`src/design/ocp_pkg.sv`:
```
// Shared types, constants and helper functions for the orbit camera position block.
// No dependencies; every other file in design/ imports this package.
`default_nettype none
package ocp_pkg;

   localparam int CORDIC_W   = 34;             // Q2.30 plus headroom
   localparam int TURN_W     = 32;             // angle scaled to a 32-bit turn
   localparam int MUL_A_W    = CORDIC_W;       // multiplicand: sine or cosine
   localparam int MUL_B_W    = 27;             // multiplier: radius or r*cos(p)
   localparam int PROD_W     = MUL_A_W + MUL_B_W;
   localparam int MAX_STEPS  = 24;
   localparam int POS_W      = 17;
   localparam logic signed [CORDIC_W-1:0] CORDIC_GAIN = 34'sd652032874;

   localparam logic [15:0] MIN_RADIUS_RST = 16'd26;
   localparam logic [15:0] MAX_RADIUS_RST = 16'd12800;
   localparam logic [15:0] RADIUS_RST     = 16'd2560;

   typedef enum logic { CSR_MIN_RADIUS = 1'b0, CSR_MAX_RADIUS = 1'b1 } csr_index_type;
   typedef enum logic { FUNC_ADJUST = 1'b0, FUNC_SET = 1'b1 } func_type;

   // arctangent of 2^-i in units of a 32-bit turn
   function automatic logic [TURN_W-1:0] atan_turn(input logic [4:0] idx);
      logic [TURN_W-1:0] v;
      case (idx)
         5'd0:  v = 32'h20000000;
         5'd1:  v = 32'h12E4051E;
         5'd2:  v = 32'h09FB385B;
         5'd3:  v = 32'h051111D4;
         5'd4:  v = 32'h028B0D43;
         5'd5:  v = 32'h0145D7E1;
         5'd6:  v = 32'h00A2F61E;
         5'd7:  v = 32'h00517C55;
         5'd8:  v = 32'h0028BE53;
         5'd9:  v = 32'h00145F2F;
         5'd10: v = 32'h000A2F98;
         5'd11: v = 32'h000517CC;
         5'd12: v = 32'h00028BE6;
         5'd13: v = 32'h000145F3;
         5'd14: v = 32'h0000A2FA;
         5'd15: v = 32'h0000517D;
         5'd16: v = 32'h000028BE;
         5'd17: v = 32'h0000145F;
         5'd18: v = 32'h00000A30;
         5'd19: v = 32'h00000518;
         5'd20: v = 32'h0000028C;
         5'd21: v = 32'h00000146;
         5'd22: v = 32'h000000A3;
         5'd23: v = 32'h00000051;
         default: v = '0;
      endcase
      return v;
   endfunction

   // saturate a rounded product to the 17-bit position range
   function automatic logic [POS_W-1:0] sat_pos(input logic signed [PROD_W-1:0] v);
      logic [POS_W-1:0] r;
      if (v > $signed(PROD_W'(65535))) r = 17'h0FFFF;
      else if (v < -$signed(PROD_W'(65536))) r = 17'h10000;
      else r = v[POS_W-1:0];
      return r;
   endfunction

endpackage
`default_nettype wire

```
`src/design/ocp_cordic.sv`:
```
// Iterative rotation-mode CORDIC, one micro-rotation per clock.
// Depends on ocp_pkg (gain, arctangent table, widths).
`default_nettype none
module ocp_cordic #(
   parameter int STEPS = 16
) (
   input  wire logic                                 clock,
   input  wire logic                                 reset,
   input  wire logic                                 start,
   input  wire logic [ocp_pkg::TURN_W-1:0]           angle,
   output logic                                      done,
   output logic signed [ocp_pkg::CORDIC_W-1:0]       cos_out,
   output logic signed [ocp_pkg::CORDIC_W-1:0]       sin_out
);
   import ocp_pkg::*;

   localparam int NSTEP = (STEPS < MAX_STEPS) ? STEPS : MAX_STEPS;

   logic signed [CORDIC_W-1:0] x_ff, y_ff, z_ff, x_in, y_in, z_in;
   logic signed [CORDIC_W-1:0] dx, dy, at;
   logic [4:0]                 cnt_ff;
   logic                       busy_ff, done_ff, flip_ff;
   logic [TURN_W-1:0]          a_fold;
   logic                       fold;

   // left half plane: rotate by half a turn, negate at the end
   assign fold   = angle[TURN_W-1] ^ angle[TURN_W-2];
   assign a_fold = fold ? (angle ^ {1'b1, {(TURN_W-1){1'b0}}}) : angle;

   assign dx = y_ff >>> cnt_ff;
   assign dy = x_ff >>> cnt_ff;
   assign at = $signed({{(CORDIC_W-TURN_W){1'b0}}, atan_turn(cnt_ff)});

   always_comb begin
      if (!z_ff[CORDIC_W-1]) begin
         x_in = x_ff - dx;
         y_in = y_ff + dy;
         z_in = z_ff - at;
      end else begin
         x_in = x_ff + dx;
         y_in = y_ff - dy;
         z_in = z_ff + at;
      end
   end

   always_ff @(posedge clock) begin
      if (reset) begin
         busy_ff <= 1'b0;
         done_ff <= 1'b0;
         cnt_ff  <= '0;
      end else if (start) begin
         busy_ff <= 1'b1;
         done_ff <= 1'b0;
         cnt_ff  <= '0;
         flip_ff <= fold;
         x_ff    <= CORDIC_GAIN;
         y_ff    <= '0;
         z_ff    <= $signed({{(CORDIC_W-TURN_W){a_fold[TURN_W-1]}}, a_fold});
      end else if (busy_ff) begin
         x_ff <= x_in;
         y_ff <= y_in;
         z_ff <= z_in;
         cnt_ff <= cnt_ff + 5'd1;
         if (cnt_ff == 5'(NSTEP - 1)) begin
            busy_ff <= 1'b0;
            done_ff <= 1'b1;
         end
      end else begin
         done_ff <= 1'b0;
      end
   end

   assign done    = done_ff;
   assign cos_out = flip_ff ? -x_ff : x_ff;
   assign sin_out = flip_ff ? -y_ff : y_ff;

endmodule
`default_nettype wire

```
`src/design/ocp_sermul.sv`:
```
// Bit-serial signed multiplier: one multiplier bit per clock, LSB first.
// Depends on ocp_pkg (operand and product widths).
`default_nettype none
module ocp_sermul (
   input  wire logic                                clock,
   input  wire logic                                reset,
   input  wire logic                                start,
   input  wire logic signed [ocp_pkg::MUL_A_W-1:0]  mul_a,
   input  wire logic signed [ocp_pkg::MUL_B_W-1:0]  mul_b,
   output logic                                     done,
   output logic signed [ocp_pkg::PROD_W-1:0]        prod
);
   import ocp_pkg::*;

   localparam int CNT_W = $clog2(MUL_B_W);

   logic signed [PROD_W-1:0] a_ff, acc_ff, term;
   logic [MUL_B_W-1:0]       b_ff;
   logic [CNT_W-1:0]         cnt_ff;
   logic                     busy_ff, done_ff;

   assign term = b_ff[0] ? a_ff : '0;

   always_ff @(posedge clock) begin
      if (reset) begin
         busy_ff <= 1'b0;
         done_ff <= 1'b0;
         cnt_ff  <= '0;
      end else if (start) begin
         busy_ff <= 1'b1;
         done_ff <= 1'b0;
         cnt_ff  <= '0;
         a_ff    <= PROD_W'(mul_a);
         b_ff    <= mul_b;
         acc_ff  <= '0;
      end else if (busy_ff) begin
         // sign bit of the multiplier carries negative weight
         if (cnt_ff == CNT_W'(MUL_B_W - 1)) begin
            acc_ff  <= acc_ff - term;
            busy_ff <= 1'b0;
            done_ff <= 1'b1;
         end else begin
            acc_ff <= acc_ff + term;
         end
         a_ff   <= a_ff <<< 1;
         b_ff   <= b_ff >> 1;
         cnt_ff <= cnt_ff + CNT_W'(1);
      end else begin
         done_ff <= 1'b0;
      end
   end

   assign done = done_ff;
   assign prod = acc_ff;

endmodule
`default_nettype wire

```
`src/design/orbit_camera_position.sv`:
```
// Orbit camera position: state update, CORDIC sequencing and serial products.
// Depends on ocp_pkg, ocp_cordic and ocp_sermul.
//
// Each request beat adjusts or sets azimuth, polar angle and radius, then the block
// returns the camera position and the new state as one response beat. The single
// CORDIC runs once for the azimuth and once for the polar angle, and the bit-serial
// multiplier then forms r*cos(p), r*sin(p), and the two products with the azimuth
// terms. A new request is taken once the previous item has moved into the response
// register; the response waits there until taken.
`default_nettype none
module orbit_camera_position #(
   parameter int ANGLE_BITS   = 16,
   parameter int CORDIC_STEPS = 16
) (
   input  wire logic               clock,
   input  wire logic               reset,
   input  wire logic               req_valid,
   output logic                    req_ready,
   input  wire logic               req_func,
   input  wire logic signed [15:0] req_azimuth_value,
   input  wire logic signed [15:0] req_polar_value,
   input  wire logic signed [15:0] req_radius_value,
   output logic                    rsp_valid,
   input  wire logic               rsp_ready,
   output logic signed [16:0]      rsp_pos_x,
   output logic signed [16:0]      rsp_pos_y,
   output logic signed [16:0]      rsp_pos_z,
   output logic [15:0]             rsp_radius_now,
   output logic [15:0]             rsp_azimuth_now,
   output logic signed [15:0]      rsp_polar_now,
   input  wire logic               csr_wr_en,
   input  wire logic               csr_index,
   input  wire logic [15:0]        csr_wdata
);
   import ocp_pkg::*;

   localparam longint CAP_L = (longint'(1) << (ANGLE_BITS - 2)) -
      (((longint'(1) << ANGLE_BITS) * 1591549 + 500000000) / 1000000000);
   localparam logic signed [31:0] CAP = 32'(CAP_L);
   localparam logic [15:0] AZ_MASK = (ANGLE_BITS >= 16) ? 16'hFFFF :
                                     16'((32'd1 << ANGLE_BITS) - 32'd1);
   localparam logic signed [PROD_W-1:0] RND22 = PROD_W'(64'd1 << 21);
   localparam logic signed [PROD_W-1:0] RND30 = PROD_W'(64'd1 << 29);
   localparam logic signed [PROD_W-1:0] RND38 = PROD_W'(64'd1 << 37);

   typedef enum logic [3:0] {
      ST_IDLE, ST_CA, ST_CP, ST_M1, ST_M2, ST_M3, ST_M4, ST_OUT
   } state_type;

   state_type state_ff;
   logic [15:0] min_radius_ff, max_radius_ff;
   logic [15:0] azimuth_ff, radius_ff;
   logic signed [15:0] elevation_ff;
   logic [15:0] az_in, rad_in;
   logic signed [15:0] el_in;
   logic cor_start_ff, mul_start_ff;
   logic signed [CORDIC_W-1:0] ca_ff, sa_ff, cp_ff, sp_ff;
   logic signed [MUL_B_W-1:0]  rc_ff;
   logic [POS_W-1:0] x_ff, y_ff, z_ff;
   logic rsp_valid_ff;
   logic [POS_W-1:0] rsp_x_ff, rsp_y_ff, rsp_z_ff;
   logic [15:0] rsp_r_ff, rsp_a_ff, rsp_p_ff;

   // ---- state update at the request beat
   logic signed [31:0] e_sum, e_cl;
   logic signed [17:0] r_sum, r_set, max18, min18;

   assign max18 = $signed({2'b00, max_radius_ff});
   assign min18 = $signed({2'b00, min_radius_ff});

   always_comb begin
      e_sum = $signed({{16{elevation_ff[15]}}, elevation_ff}) +
              $signed({{16{req_polar_value[15]}}, req_polar_value});
      e_cl = e_sum;
      if (e_cl > CAP) e_cl = CAP;
      if (e_cl < -CAP) e_cl = -CAP;
      if (e_cl > 32'sd32767) e_cl = 32'sd32767;
      if (e_cl < -32'sd32768) e_cl = -32'sd32768;

      r_sum = $signed({2'b00, radius_ff}) +
              $signed({{2{req_radius_value[15]}}, req_radius_value});
      if (r_sum <= 18'sd1) r_sum = 18'sd1;
      if (r_sum >= max18) r_sum = max18;

      r_set = $signed({{2{req_radius_value[15]}}, req_radius_value});
      if (r_set < min18) r_set = min18;
      if (r_set > max18) r_set = max18;

      if (req_func == FUNC_SET) begin
         az_in  = req_azimuth_value & AZ_MASK;
         el_in  = req_polar_value;
         rad_in = r_set[15:0];
      end else begin
         az_in  = (azimuth_ff + req_azimuth_value) & AZ_MASK;
         el_in  = e_cl[15:0];
         rad_in = r_sum[15:0];
      end
   end

   // ---- CORDIC angle: binary angle placed at the top of a 32-bit turn
   logic [31:0] az_ext, el_ext, cor_angle;
   logic        cor_done;
   logic signed [CORDIC_W-1:0] cor_cos, cor_sin;

   assign az_ext = {16'd0, azimuth_ff};
   assign el_ext = {{16{elevation_ff[15]}}, elevation_ff};
   assign cor_angle = (state_ff == ST_CP) ?
      {el_ext[ANGLE_BITS-1:0], {(TURN_W-ANGLE_BITS){1'b0}}} :
      {az_ext[ANGLE_BITS-1:0], {(TURN_W-ANGLE_BITS){1'b0}}};

   ocp_cordic #(.STEPS(CORDIC_STEPS)) u_cordic (
      .clock   (clock),
      .reset   (reset),
      .start   (cor_start_ff),
      .angle   (cor_angle),
      .done    (cor_done),
      .cos_out (cor_cos),
      .sin_out (cor_sin)
   );

   // ---- serial multiplier operands
   logic signed [MUL_A_W-1:0] mul_a;
   logic signed [MUL_B_W-1:0] mul_b;
   logic                      mul_done;
   logic signed [PROD_W-1:0]  mul_prod, p22, p30, p38;

   always_comb begin
      case (state_ff)
         ST_M1:   begin mul_a = cp_ff; mul_b = MUL_B_W'({1'b0, radius_ff}); end
         ST_M2:   begin mul_a = sp_ff; mul_b = MUL_B_W'({1'b0, radius_ff}); end
         ST_M3:   begin mul_a = ca_ff; mul_b = rc_ff; end
         default: begin mul_a = sa_ff; mul_b = rc_ff; end
      endcase
   end

   ocp_sermul u_mul (
      .clock (clock),
      .reset (reset),
      .start (mul_start_ff),
      .mul_a (mul_a),
      .mul_b (mul_b),
      .done  (mul_done),
      .prod  (mul_prod)
   );

   assign p22 = (mul_prod + RND22) >>> 22;
   assign p30 = (mul_prod + RND30) >>> 30;
   assign p38 = (mul_prod + RND38) >>> 38;

   assign req_ready = (state_ff == ST_IDLE);

   always_ff @(posedge clock) begin
      if (reset) begin
         state_ff      <= ST_IDLE;
         min_radius_ff <= MIN_RADIUS_RST;
         max_radius_ff <= MAX_RADIUS_RST;
         azimuth_ff    <= '0;
         elevation_ff  <= '0;
         radius_ff     <= RADIUS_RST;
         cor_start_ff  <= 1'b0;
         mul_start_ff  <= 1'b0;
         rsp_valid_ff  <= 1'b0;
      end else begin
         cor_start_ff <= 1'b0;
         mul_start_ff <= 1'b0;
         if (csr_wr_en) begin
            if (csr_index == CSR_MIN_RADIUS) min_radius_ff <= csr_wdata;
            else max_radius_ff <= csr_wdata;
         end
         if (rsp_valid_ff && rsp_ready && state_ff != ST_OUT) rsp_valid_ff <= 1'b0;
         case (state_ff)
            ST_IDLE: begin
               if (req_valid) begin
                  azimuth_ff   <= az_in;
                  elevation_ff <= el_in;
                  radius_ff    <= rad_in;
                  cor_start_ff <= 1'b1;
                  state_ff     <= ST_CA;
               end
            end
            ST_CA: begin
               if (cor_done) begin
                  ca_ff <= cor_cos;
                  sa_ff <= cor_sin;
                  cor_start_ff <= 1'b1;
                  state_ff <= ST_CP;
               end
            end
            ST_CP: begin
               if (cor_done) begin
                  cp_ff <= cor_cos;
                  sp_ff <= cor_sin;
                  mul_start_ff <= 1'b1;
                  state_ff <= ST_M1;
               end
            end
            ST_M1: begin
               if (mul_done) begin
                  rc_ff <= p22[MUL_B_W-1:0];
                  mul_start_ff <= 1'b1;
                  state_ff <= ST_M2;
               end
            end
            ST_M2: begin
               if (mul_done) begin
                  y_ff <= sat_pos(p30);
                  mul_start_ff <= 1'b1;
                  state_ff <= ST_M3;
               end
            end
            ST_M3: begin
               if (mul_done) begin
                  x_ff <= sat_pos(p38);
                  mul_start_ff <= 1'b1;
                  state_ff <= ST_M4;
               end
            end
            ST_M4: begin
               if (mul_done) begin
                  z_ff <= sat_pos(p38);
                  state_ff <= ST_OUT;
               end
            end
            ST_OUT: begin
               // hand over to the response register once it is free
               if (!rsp_valid_ff || rsp_ready) begin
                  rsp_valid_ff <= 1'b1;
                  rsp_x_ff <= x_ff;
                  rsp_y_ff <= y_ff;
                  rsp_z_ff <= z_ff;
                  rsp_r_ff <= radius_ff;
                  rsp_a_ff <= azimuth_ff;
                  rsp_p_ff <= elevation_ff;
                  state_ff <= ST_IDLE;
               end
            end
            default: state_ff <= ST_IDLE;
         endcase
      end
   end

   assign rsp_valid       = rsp_valid_ff;
   assign rsp_pos_x       = rsp_x_ff;
   assign rsp_pos_y       = rsp_y_ff;
   assign rsp_pos_z       = rsp_z_ff;
   assign rsp_radius_now  = rsp_r_ff;
   assign rsp_azimuth_now = rsp_a_ff;
   assign rsp_polar_now   = rsp_p_ff;

endmodule
`default_nettype wire

```
`config.mk`:
```
export PLATFORM = sky130hd
export DESIGN_NAME = orbit_camera_position
export DESIGN_NICKNAME = d
export VERILOG_FILES = /design/src/design/ocp_pkg.sv /design/src/design/ocp_cordic.sv /design/src/design/ocp_sermul.sv /design/src/design/orbit_camera_position.sv
export SDC_FILE = /design/constraint.sdc
export NUM_CORES = 2
export LEC_CHECK = 0
export ABC_CLOCK_PERIOD_IN_PS = 16250
export CAP_MARGIN = 20
export CELL_PAD_IN_SITES_DETAIL_PLACEMENT = 1
export CELL_PAD_IN_SITES_GLOBAL_PLACEMENT = 2
export CORE_UTILIZATION = 25
export CTS_BUF_LIST = sky130_fd_sc_hd__clkbuf_8
export CTS_CLUSTER_SIZE = 20
export DETAILED_ROUTE_END_ITERATION = 12
export DONT_BUFFER_PORTS = 1
export PLACE_DENSITY_LB_ADDON = 0.15
export SLEW_MARGIN = 15
export SYNTH_ARGS = -nofsm -noshare
export SYNTH_HDL_FRONTEND = slang
export SYNTH_HIERARCHICAL = 1
export SYNTH_SLANG_ARGS = --single-unit
```
`constraint.sdc`:
```
create_clock -name clock -period 16.25 [get_ports clock]
set_input_delay 0.8125 -clock clock [delete_from_list [all_inputs] [get_ports clock]]
set_output_delay 0.8125 -clock clock [all_outputs]
set_load 0.05 [all_outputs]
```
* Word-level counts from Yosys, hierarchy flattened
Memory sizes are Yosys's and may differ from the RTL's. A register that Yosys moved wholly into a read port is not among the register bits.
Index checks and enable logic that the tools add are counted.
Widths: inputs -> output; s select.
** Cells by class
- $add $sub $neg :: 18
- Reductions and logical operators :: 27
- Muxes and demuxes :: 59
- Magnitude comparators :: 12
- Shift-type cells :: 2
- Bitwise logic cells :: 6
- Equal/unequal tests :: 18
** Operators by type and width (number)
- $mux 34 :: 9
- $mux 61 :: 5
- $mux 32 :: 5
- $pmux 34 s3 :: 1
- $mux 16 :: 6
- $mux 27 :: 3
- $add 34x34->34 :: 2
- $neg 34->34 :: 2
- $sshr 34x5->34 :: 2
- $sub 34x34->34 :: 2
- $add 61x31->61 const B :: 1
- $add 61x39->61 const B :: 1
- $add 61x61->61 :: 1
- $sub 61x61->61 :: 1
- $mux 17 :: 3
- $add 49x23->49 const B :: 1
- $mux 18 :: 2
- $add 34x33->34 :: 1
- $sub 34x33->34 :: 1
- $gt 32x16->1 const B :: 1
- $lt 32x15->1 const B :: 1
- $lt 32x16->1 const B :: 1
- $mux 4 :: 8
- $pmux 4 s8 :: 1
- 36 further kinds :: 81
** Word-level totals
- Memories :: 1
- Output and inout port bits :: 101
- Word-level logic and storage cells :: 179
- ROM bits :: 960
- Bits in registers :: 666
- Input port bits :: 71
** Memory list
- (name not given) :: depth 32, bits a word 30, read ports 1, clocked after memory_dff 1, write ports 0, line ocp_pkg.sv:25 : case (idx)

* Longest topological paths before layout
- Word-level depth :: 10
- Gate-level depth with buffers :: 28
- Depth with buffers taken out :: 22

* Cells and area by module
Netlist, hierarchy kept.
** By module, submodules not included
- orbit_camera_position :: cells each 1819, sequential area each 11120.7 µm², times used 1, area each 20548.5 µm²
- ocp_cordic :: cells each 2236, sequential area each 3833.7 µm², times used 1, area each 18781.8 µm²
- ocp_sermul :: cells each 1266, sequential area each 4614.4 µm², times used 1, area each 11654.9 µm²

* Least setup slack after synthesis
No wires, ideal clock.
- Path kind :: input to register
- From :: input port reset
- To :: register rsp_a_ff[0] (netlist: rsp_azimuth_now[0]), enable pin
- Required time :: 15.414 ns
- Cell stages on the path :: 3
- Path slack :: 3.954 ns
- Path buffers :: 2
- Data arrival time :: 11.460 ns
- Cells stage by stage :: clkbuf_1 > buf_1 > nor4b_1
** Between the ends
- Word-level cells in the longest chain between the ends :: 2
** Ends and longest elaborated chain
- start: declaration :: line orbit_camera_position.sv:16 : input wire logic reset,
- $not 1->1 (no source line)
- $reduce_and 3->1 (no source line)
- end signal: assignment :: line orbit_camera_position.sv:232 : rsp_a_ff <= azimuth_ff;
- end: declaration :: line orbit_camera_position.sv:62 : logic [15:0] rsp_r_ff, rsp_a_ff, rsp_p_ff;
No other way between the ends.
A chain may end at the register's enable or synchronous reset.

* Worst setup path in the final report
- From :: register u_cordic.cnt_ff[0]
- To :: register u_cordic.x_ff[30], data pin
** Between the ends
- Word-level cells in the longest chain between the ends :: 4
- Elaborated cells between the ends (all ways) :: 5
- Classes of those cells :: 2 x add/sub; 1 x shift; 2 x mux
** Ends and longest elaborated chain
- start: declaration :: line ocp_cordic.sv:21 : logic [4:0] cnt_ff;
- start signal: assignment :: line ocp_cordic.sv:63 : cnt_ff <= cnt_ff + 5'd1;
- $sshr 34x5->34 (*) :: line ocp_cordic.sv:30 : assign dx = y_ff >>> cnt_ff;
- $sub 34x34->34 or $add 34x34->34 (tied branches) :: line ocp_cordic.sv:36, ocp_cordic.sv:40
- $mux 34 (*) :: line ocp_cordic.sv:35 : if (!z_ff[CORDIC_W-1]) begin
- $mux 34 (*) :: line ocp_cordic.sv:59 : end else if (busy_ff) begin
- end signal: assignment :: line ocp_cordic.sv:60 : x_ff <= x_in;
- end: declaration :: line ocp_cordic.sv:19 : logic signed [CORDIC_W-1:0] x_ff, y_ff, z_ff, x_in, y_in, z_in;
Every way passes the cells marked *; elsewhere a longest branch is shown, timed or not. The select of a mux whose other input is x is not followed.

==> metrics.cfg <==
[setup_path]
reg2regPathDepth=22
endpoint_kind=flop
critPathSlowestCell=a2111oi_1
cp.required_ns=16.87
cp_max_fo=44
startpoint_type=flop
crit_buf_inv=3
cpPeakStageDelay_ns=0.79
r2r-end=u_cordic/x_ff[30]
cp_cell_sequence=buf_4 > inv_1 > buf_4 > mux2i_1 > o31ai_1 > a2111oi_1 > and3_1 > and3_1 > and2_1 > a21oi_1 > xor2_1 > ha_1 > and2_1 > a221oi_1 > o21ai_0 > a32o_1 > a221o_1 > a41oi_1 > a21oi_1 > o41ai_1 > xor2_1 > nor2_1
cp.arrival_ns=8.37
reg2reg_slack_ns=8.50
critPathTopFamily=compound AO/OA/AOI/OAI gates
criticalPathCategory=reg2reg
rr_startpoint=u_cordic/cnt_ff[0]

[job]
cap_viol_max_count=0

[power]
switching_power_w=0.003946
vdd_ir_drop_max_uv=106.4
seqPwrFrac_pct=29.6
power_w=0.009107
power_frac_clock_pct=21.3
p_int_w=0.005161
power.leakage_nw=20.55
pwr-share-comb_pct=49.1
powerDensity_mw_per_mm2=160.2
netSwitchingFraction_pct=43.33

[global_routing]
grt_max_degree=137
grt-ovfl-total=0
grt_pass1_vias=43160
antenna_found_initial=4
grt_pass1_wl_um=281200
grtUsageTotal_pct=17.88

[timing]
maxSlewHeadroom_pct=18.87
rsz0062_at_grt=no
tns_ns=0
hold_viol_final=0
setup_viol=0
post-route-period-util_pct=47.68
fmax_ghz=0.1291
slew_violations=0
fin_crit_ns=7.748
worstMarginPinSlew_ns=1.214
skew_ns=0.07011

[yosys]
async_flop_share_pct=0
avgSynthCellArea_um2=9.582
netlist_top_cells_area=edfxtp_1, ha_1, dfxtp_1, xnor2_1, a21oi_1
ys_ff_latch=695
ys_warn_count=6
synth_top_cell_area_share_pct=33.28
ys.flop_type=edfxtp_1
syn_area_mm2=0.05099
synth_enable_flop_cells=565
syn_inst=5321
yosys.area.top_type=edfxtp_1
ys_seq_area_share_pct=38.38
synthDistinctLibCells=125

[die]
core_mm2=0.2023
die-area_mm2=0.2057
io-pin-count=172
die_w_um=453.6
num_rows=165
die_y_um=453.6
start_util_pct=25.20

[route]
wl_per_cell_um=23.27
vias_per_cell=5.120
vias=41250
dr.pass1.iters=5
drt-initial-drc-count=2344
ant_nets=0
routed_wl_um=187500
drc=0

[layout]
design_area_mm2=0.05686
layout.cells.most_common_list=edfxtp_1, nand2_1, nor2_1
areaGrowthSynthToFinish_pct=11.53
num-fill-cells=23190
fin_util_pct=28.11
drive_gt1_share_pct=11.80
multi_input_area_mm2=0.02948
final_common_cell=edfxtp_1
seq_area_mm2=0.01959
fin_nets=5612

[hold_path]
hold_end=azimuth_ff[6]
min_from=req_azimuth_value[6]
min_path_cells=2
min_path_type=in2reg

[clocking]
cts_htree_levels=4
cts_max_path_buffers=3
cts_root_buf=clkbuf_8
cts.sink_count=695
ctsResizeCount=0
cts_tree=yes
numCtsBuffers=143
clk-insertion-delay-late_ns=0.92
clk_pin_slew_worst_paths_ns=0.06

[placed_design]
port_buffers=0
placed_cell_area_mm2=0.05355
gp_congestion=0.8221
hpwl_um=137700

[status]
status=finished clean

[final cells by class]
| type | count | area share (%) |
|---|---|---|
| tap | 2672 | 5.879 |
| clock inverter | 103 | 1.397 |
| multi-input combinational | 4155 | 51.85 |
| timing repair buffer | 99 | 1.523 |
| antenna | 13 | 0.05721 |
| inverter | 165 | 1.089 |
| clock buffer | 155 | 3.752 |
| sequential | 695 | 34.45 |
[power by group through the flow]
| stage | clock, W | combinational [W] | sequential [W] |
|---|---|---|---|
| after floorplan | 0 | 0.00343 | 0.00243 |
| after global placement | 0 | 0.00446 | 0.00274 |
| after detailed placement | 0 | 0.00448 | 0.00274 |
| after CTS | 0.00203 | 0.00452 | 0.00270 |
| after global routing | 0.00209 | 0.00499 | 0.00272 |
| final | 0.00194 | 0.00447 | 0.00270 |
[state kept, by name (all words and copies together) (netlist names), 27 cells and up]
register,flops
u_cordic/at,30
u_cordic/z_ff,34
sp_ff,34
u_mul/a_ff,61
u_cordic/y_ff,34
sa_ff,34
u_mul/b_ff,27
rc_ff,27
u_mul/prod,61
cp_ff,34
ca_ff,34
u_cordic/x_ff,34
[worst register-to-register path: stages, from the launching register on]
cell       delay (ns)
dfxtp_4          0.70
buf_4            0.70
inv_1            0.13
buf_4            0.32
mux2i_1          0.62
o31ai_1          0.15
a2111oi_1        0.79
and3_1           0.33
and3_1           0.24
and2_1           0.28
a21oi_1          0.12
xor2_1           0.18
ha_1             0.34
and2_1           0.21
a221oi_1         0.30
o21ai_0          0.28
a32o_1           0.37
a221o_1          0.40
a41oi_1          0.29
a21oi_1          0.16
o41ai_1          0.35
xor2_1           0.18
nor2_1           0.05
[metal layers]
| metal | routed length [µm] | global-route usage [%] |
|---|---|---|
| met1 | 87080 | 23.57 |
| met3 | 7009 | 2.874 |
| met2 | 88400 | 29.77 |
| met4 | 5007 | 5.432 |
| met5 | 0 | 0 |
[worst max-delay path by stage]
stage / slack (ns) / startpoint / endpoint / cells after the start
global route: 7.93 / u_cordic/cnt_ff[0] / u_cordic/x_ff[32] / 22
floorplan: 3.95 / reset / rsp_azimuth_now[0] / 3
finish: 8.50 / u_cordic/cnt_ff[0] / u_cordic/x_ff[30] / 22
CTS: 8.33 / u_cordic/cnt_ff[0] / u_cordic/x_ff[32] / 22
global placement: 8.39 / u_cordic/cnt_ff[0] / u_cordic/x_ff[33] / 22
detailed placement: 8.31 / u_cordic/cnt_ff[0] / u_cordic/x_ff[32] / 22
[synthesized netlist by cell type, types with 14 or more instances]
| master | instances |
|---|---|
| nand3_1 | 97 |
| a221oi_1 | 14 |
| nand2_1 | 520 |
| a311oi_1 | 16 |
| mux4_2 | 69 |
| inv_1 | 165 |
| or3_1 | 31 |
| nor3b_1 | 18 |
| xor2_1 | 182 |
| mux2_2 | 161 |
| o31ai_1 | 38 |
| edfxtp_1 | 565 |
| nor2_1 | 432 |
| ha_1 | 275 |
| and4_1 | 14 |
| a21o_1 | 114 |
| nand4_1 | 51 |
| o41ai_1 | 22 |
| mux2i_1 | 107 |
| buf_2 | 31 |
| a211oi_1 | 54 |
| o21ai_1 | 44 |
| a21oi_1 | 391 |
| dfxtp_1 | 130 |
| a31oi_1 | 61 |
| buf_6 | 21 |
| a22oi_1 | 16 |
| o21a_1 | 44 |
| nor3_1 | 98 |
| o211ai_1 | 44 |
| xnor2_1 | 248 |
| nor4_1 | 26 |
| o22ai_1 | 30 |
| o221a_2 | 33 |
| buf_1 | 35 |
| and3_1 | 44 |
| clkbuf_1 | 226 |
| and2_1 | 63 |
| nand2b_1 | 71 |
| o21bai_1 | 33 |
| o21ai_0 | 309 |
| or2_2 | 29 |
| or4_1 | 24 |
| nor2b_1 | 51 |
[logic make-up after synthesis]
logic type,after synthesis,share of synthesized area (%)
adder cells (fa/ha/maj),282,7.023
flip-flops,695,38.38
XOR/XNOR,431,7.419
multiplexers,343,8.903
buffers and inverters,486,4.012
other,1,0.007355
AND/OR/NAND/NOR,1635,15.62
AO/OA/AOI/OAI,1448,18.64
[per-stage QoR]
stage	instances	setup WS (ns)	hold slack (ns)
global route	8051	7.926	0.03210
global placement	7749	8.389	0.4037
finish	8057	8.502	0.1172
CTS	8043	8.332	0.001264
floorplan	5336	3.954	0.4003
detailed placement	7751	8.314	0.4063
[timing repair]
item                                    in CTS  in global routing
endpoints found under the hold margin       53                  0
hold buffers                                34                  0
buffers inserted                             0                  0
endpoints found under the setup margin       0                  0
Note: power is estimated with default switching activity, not from simulation.
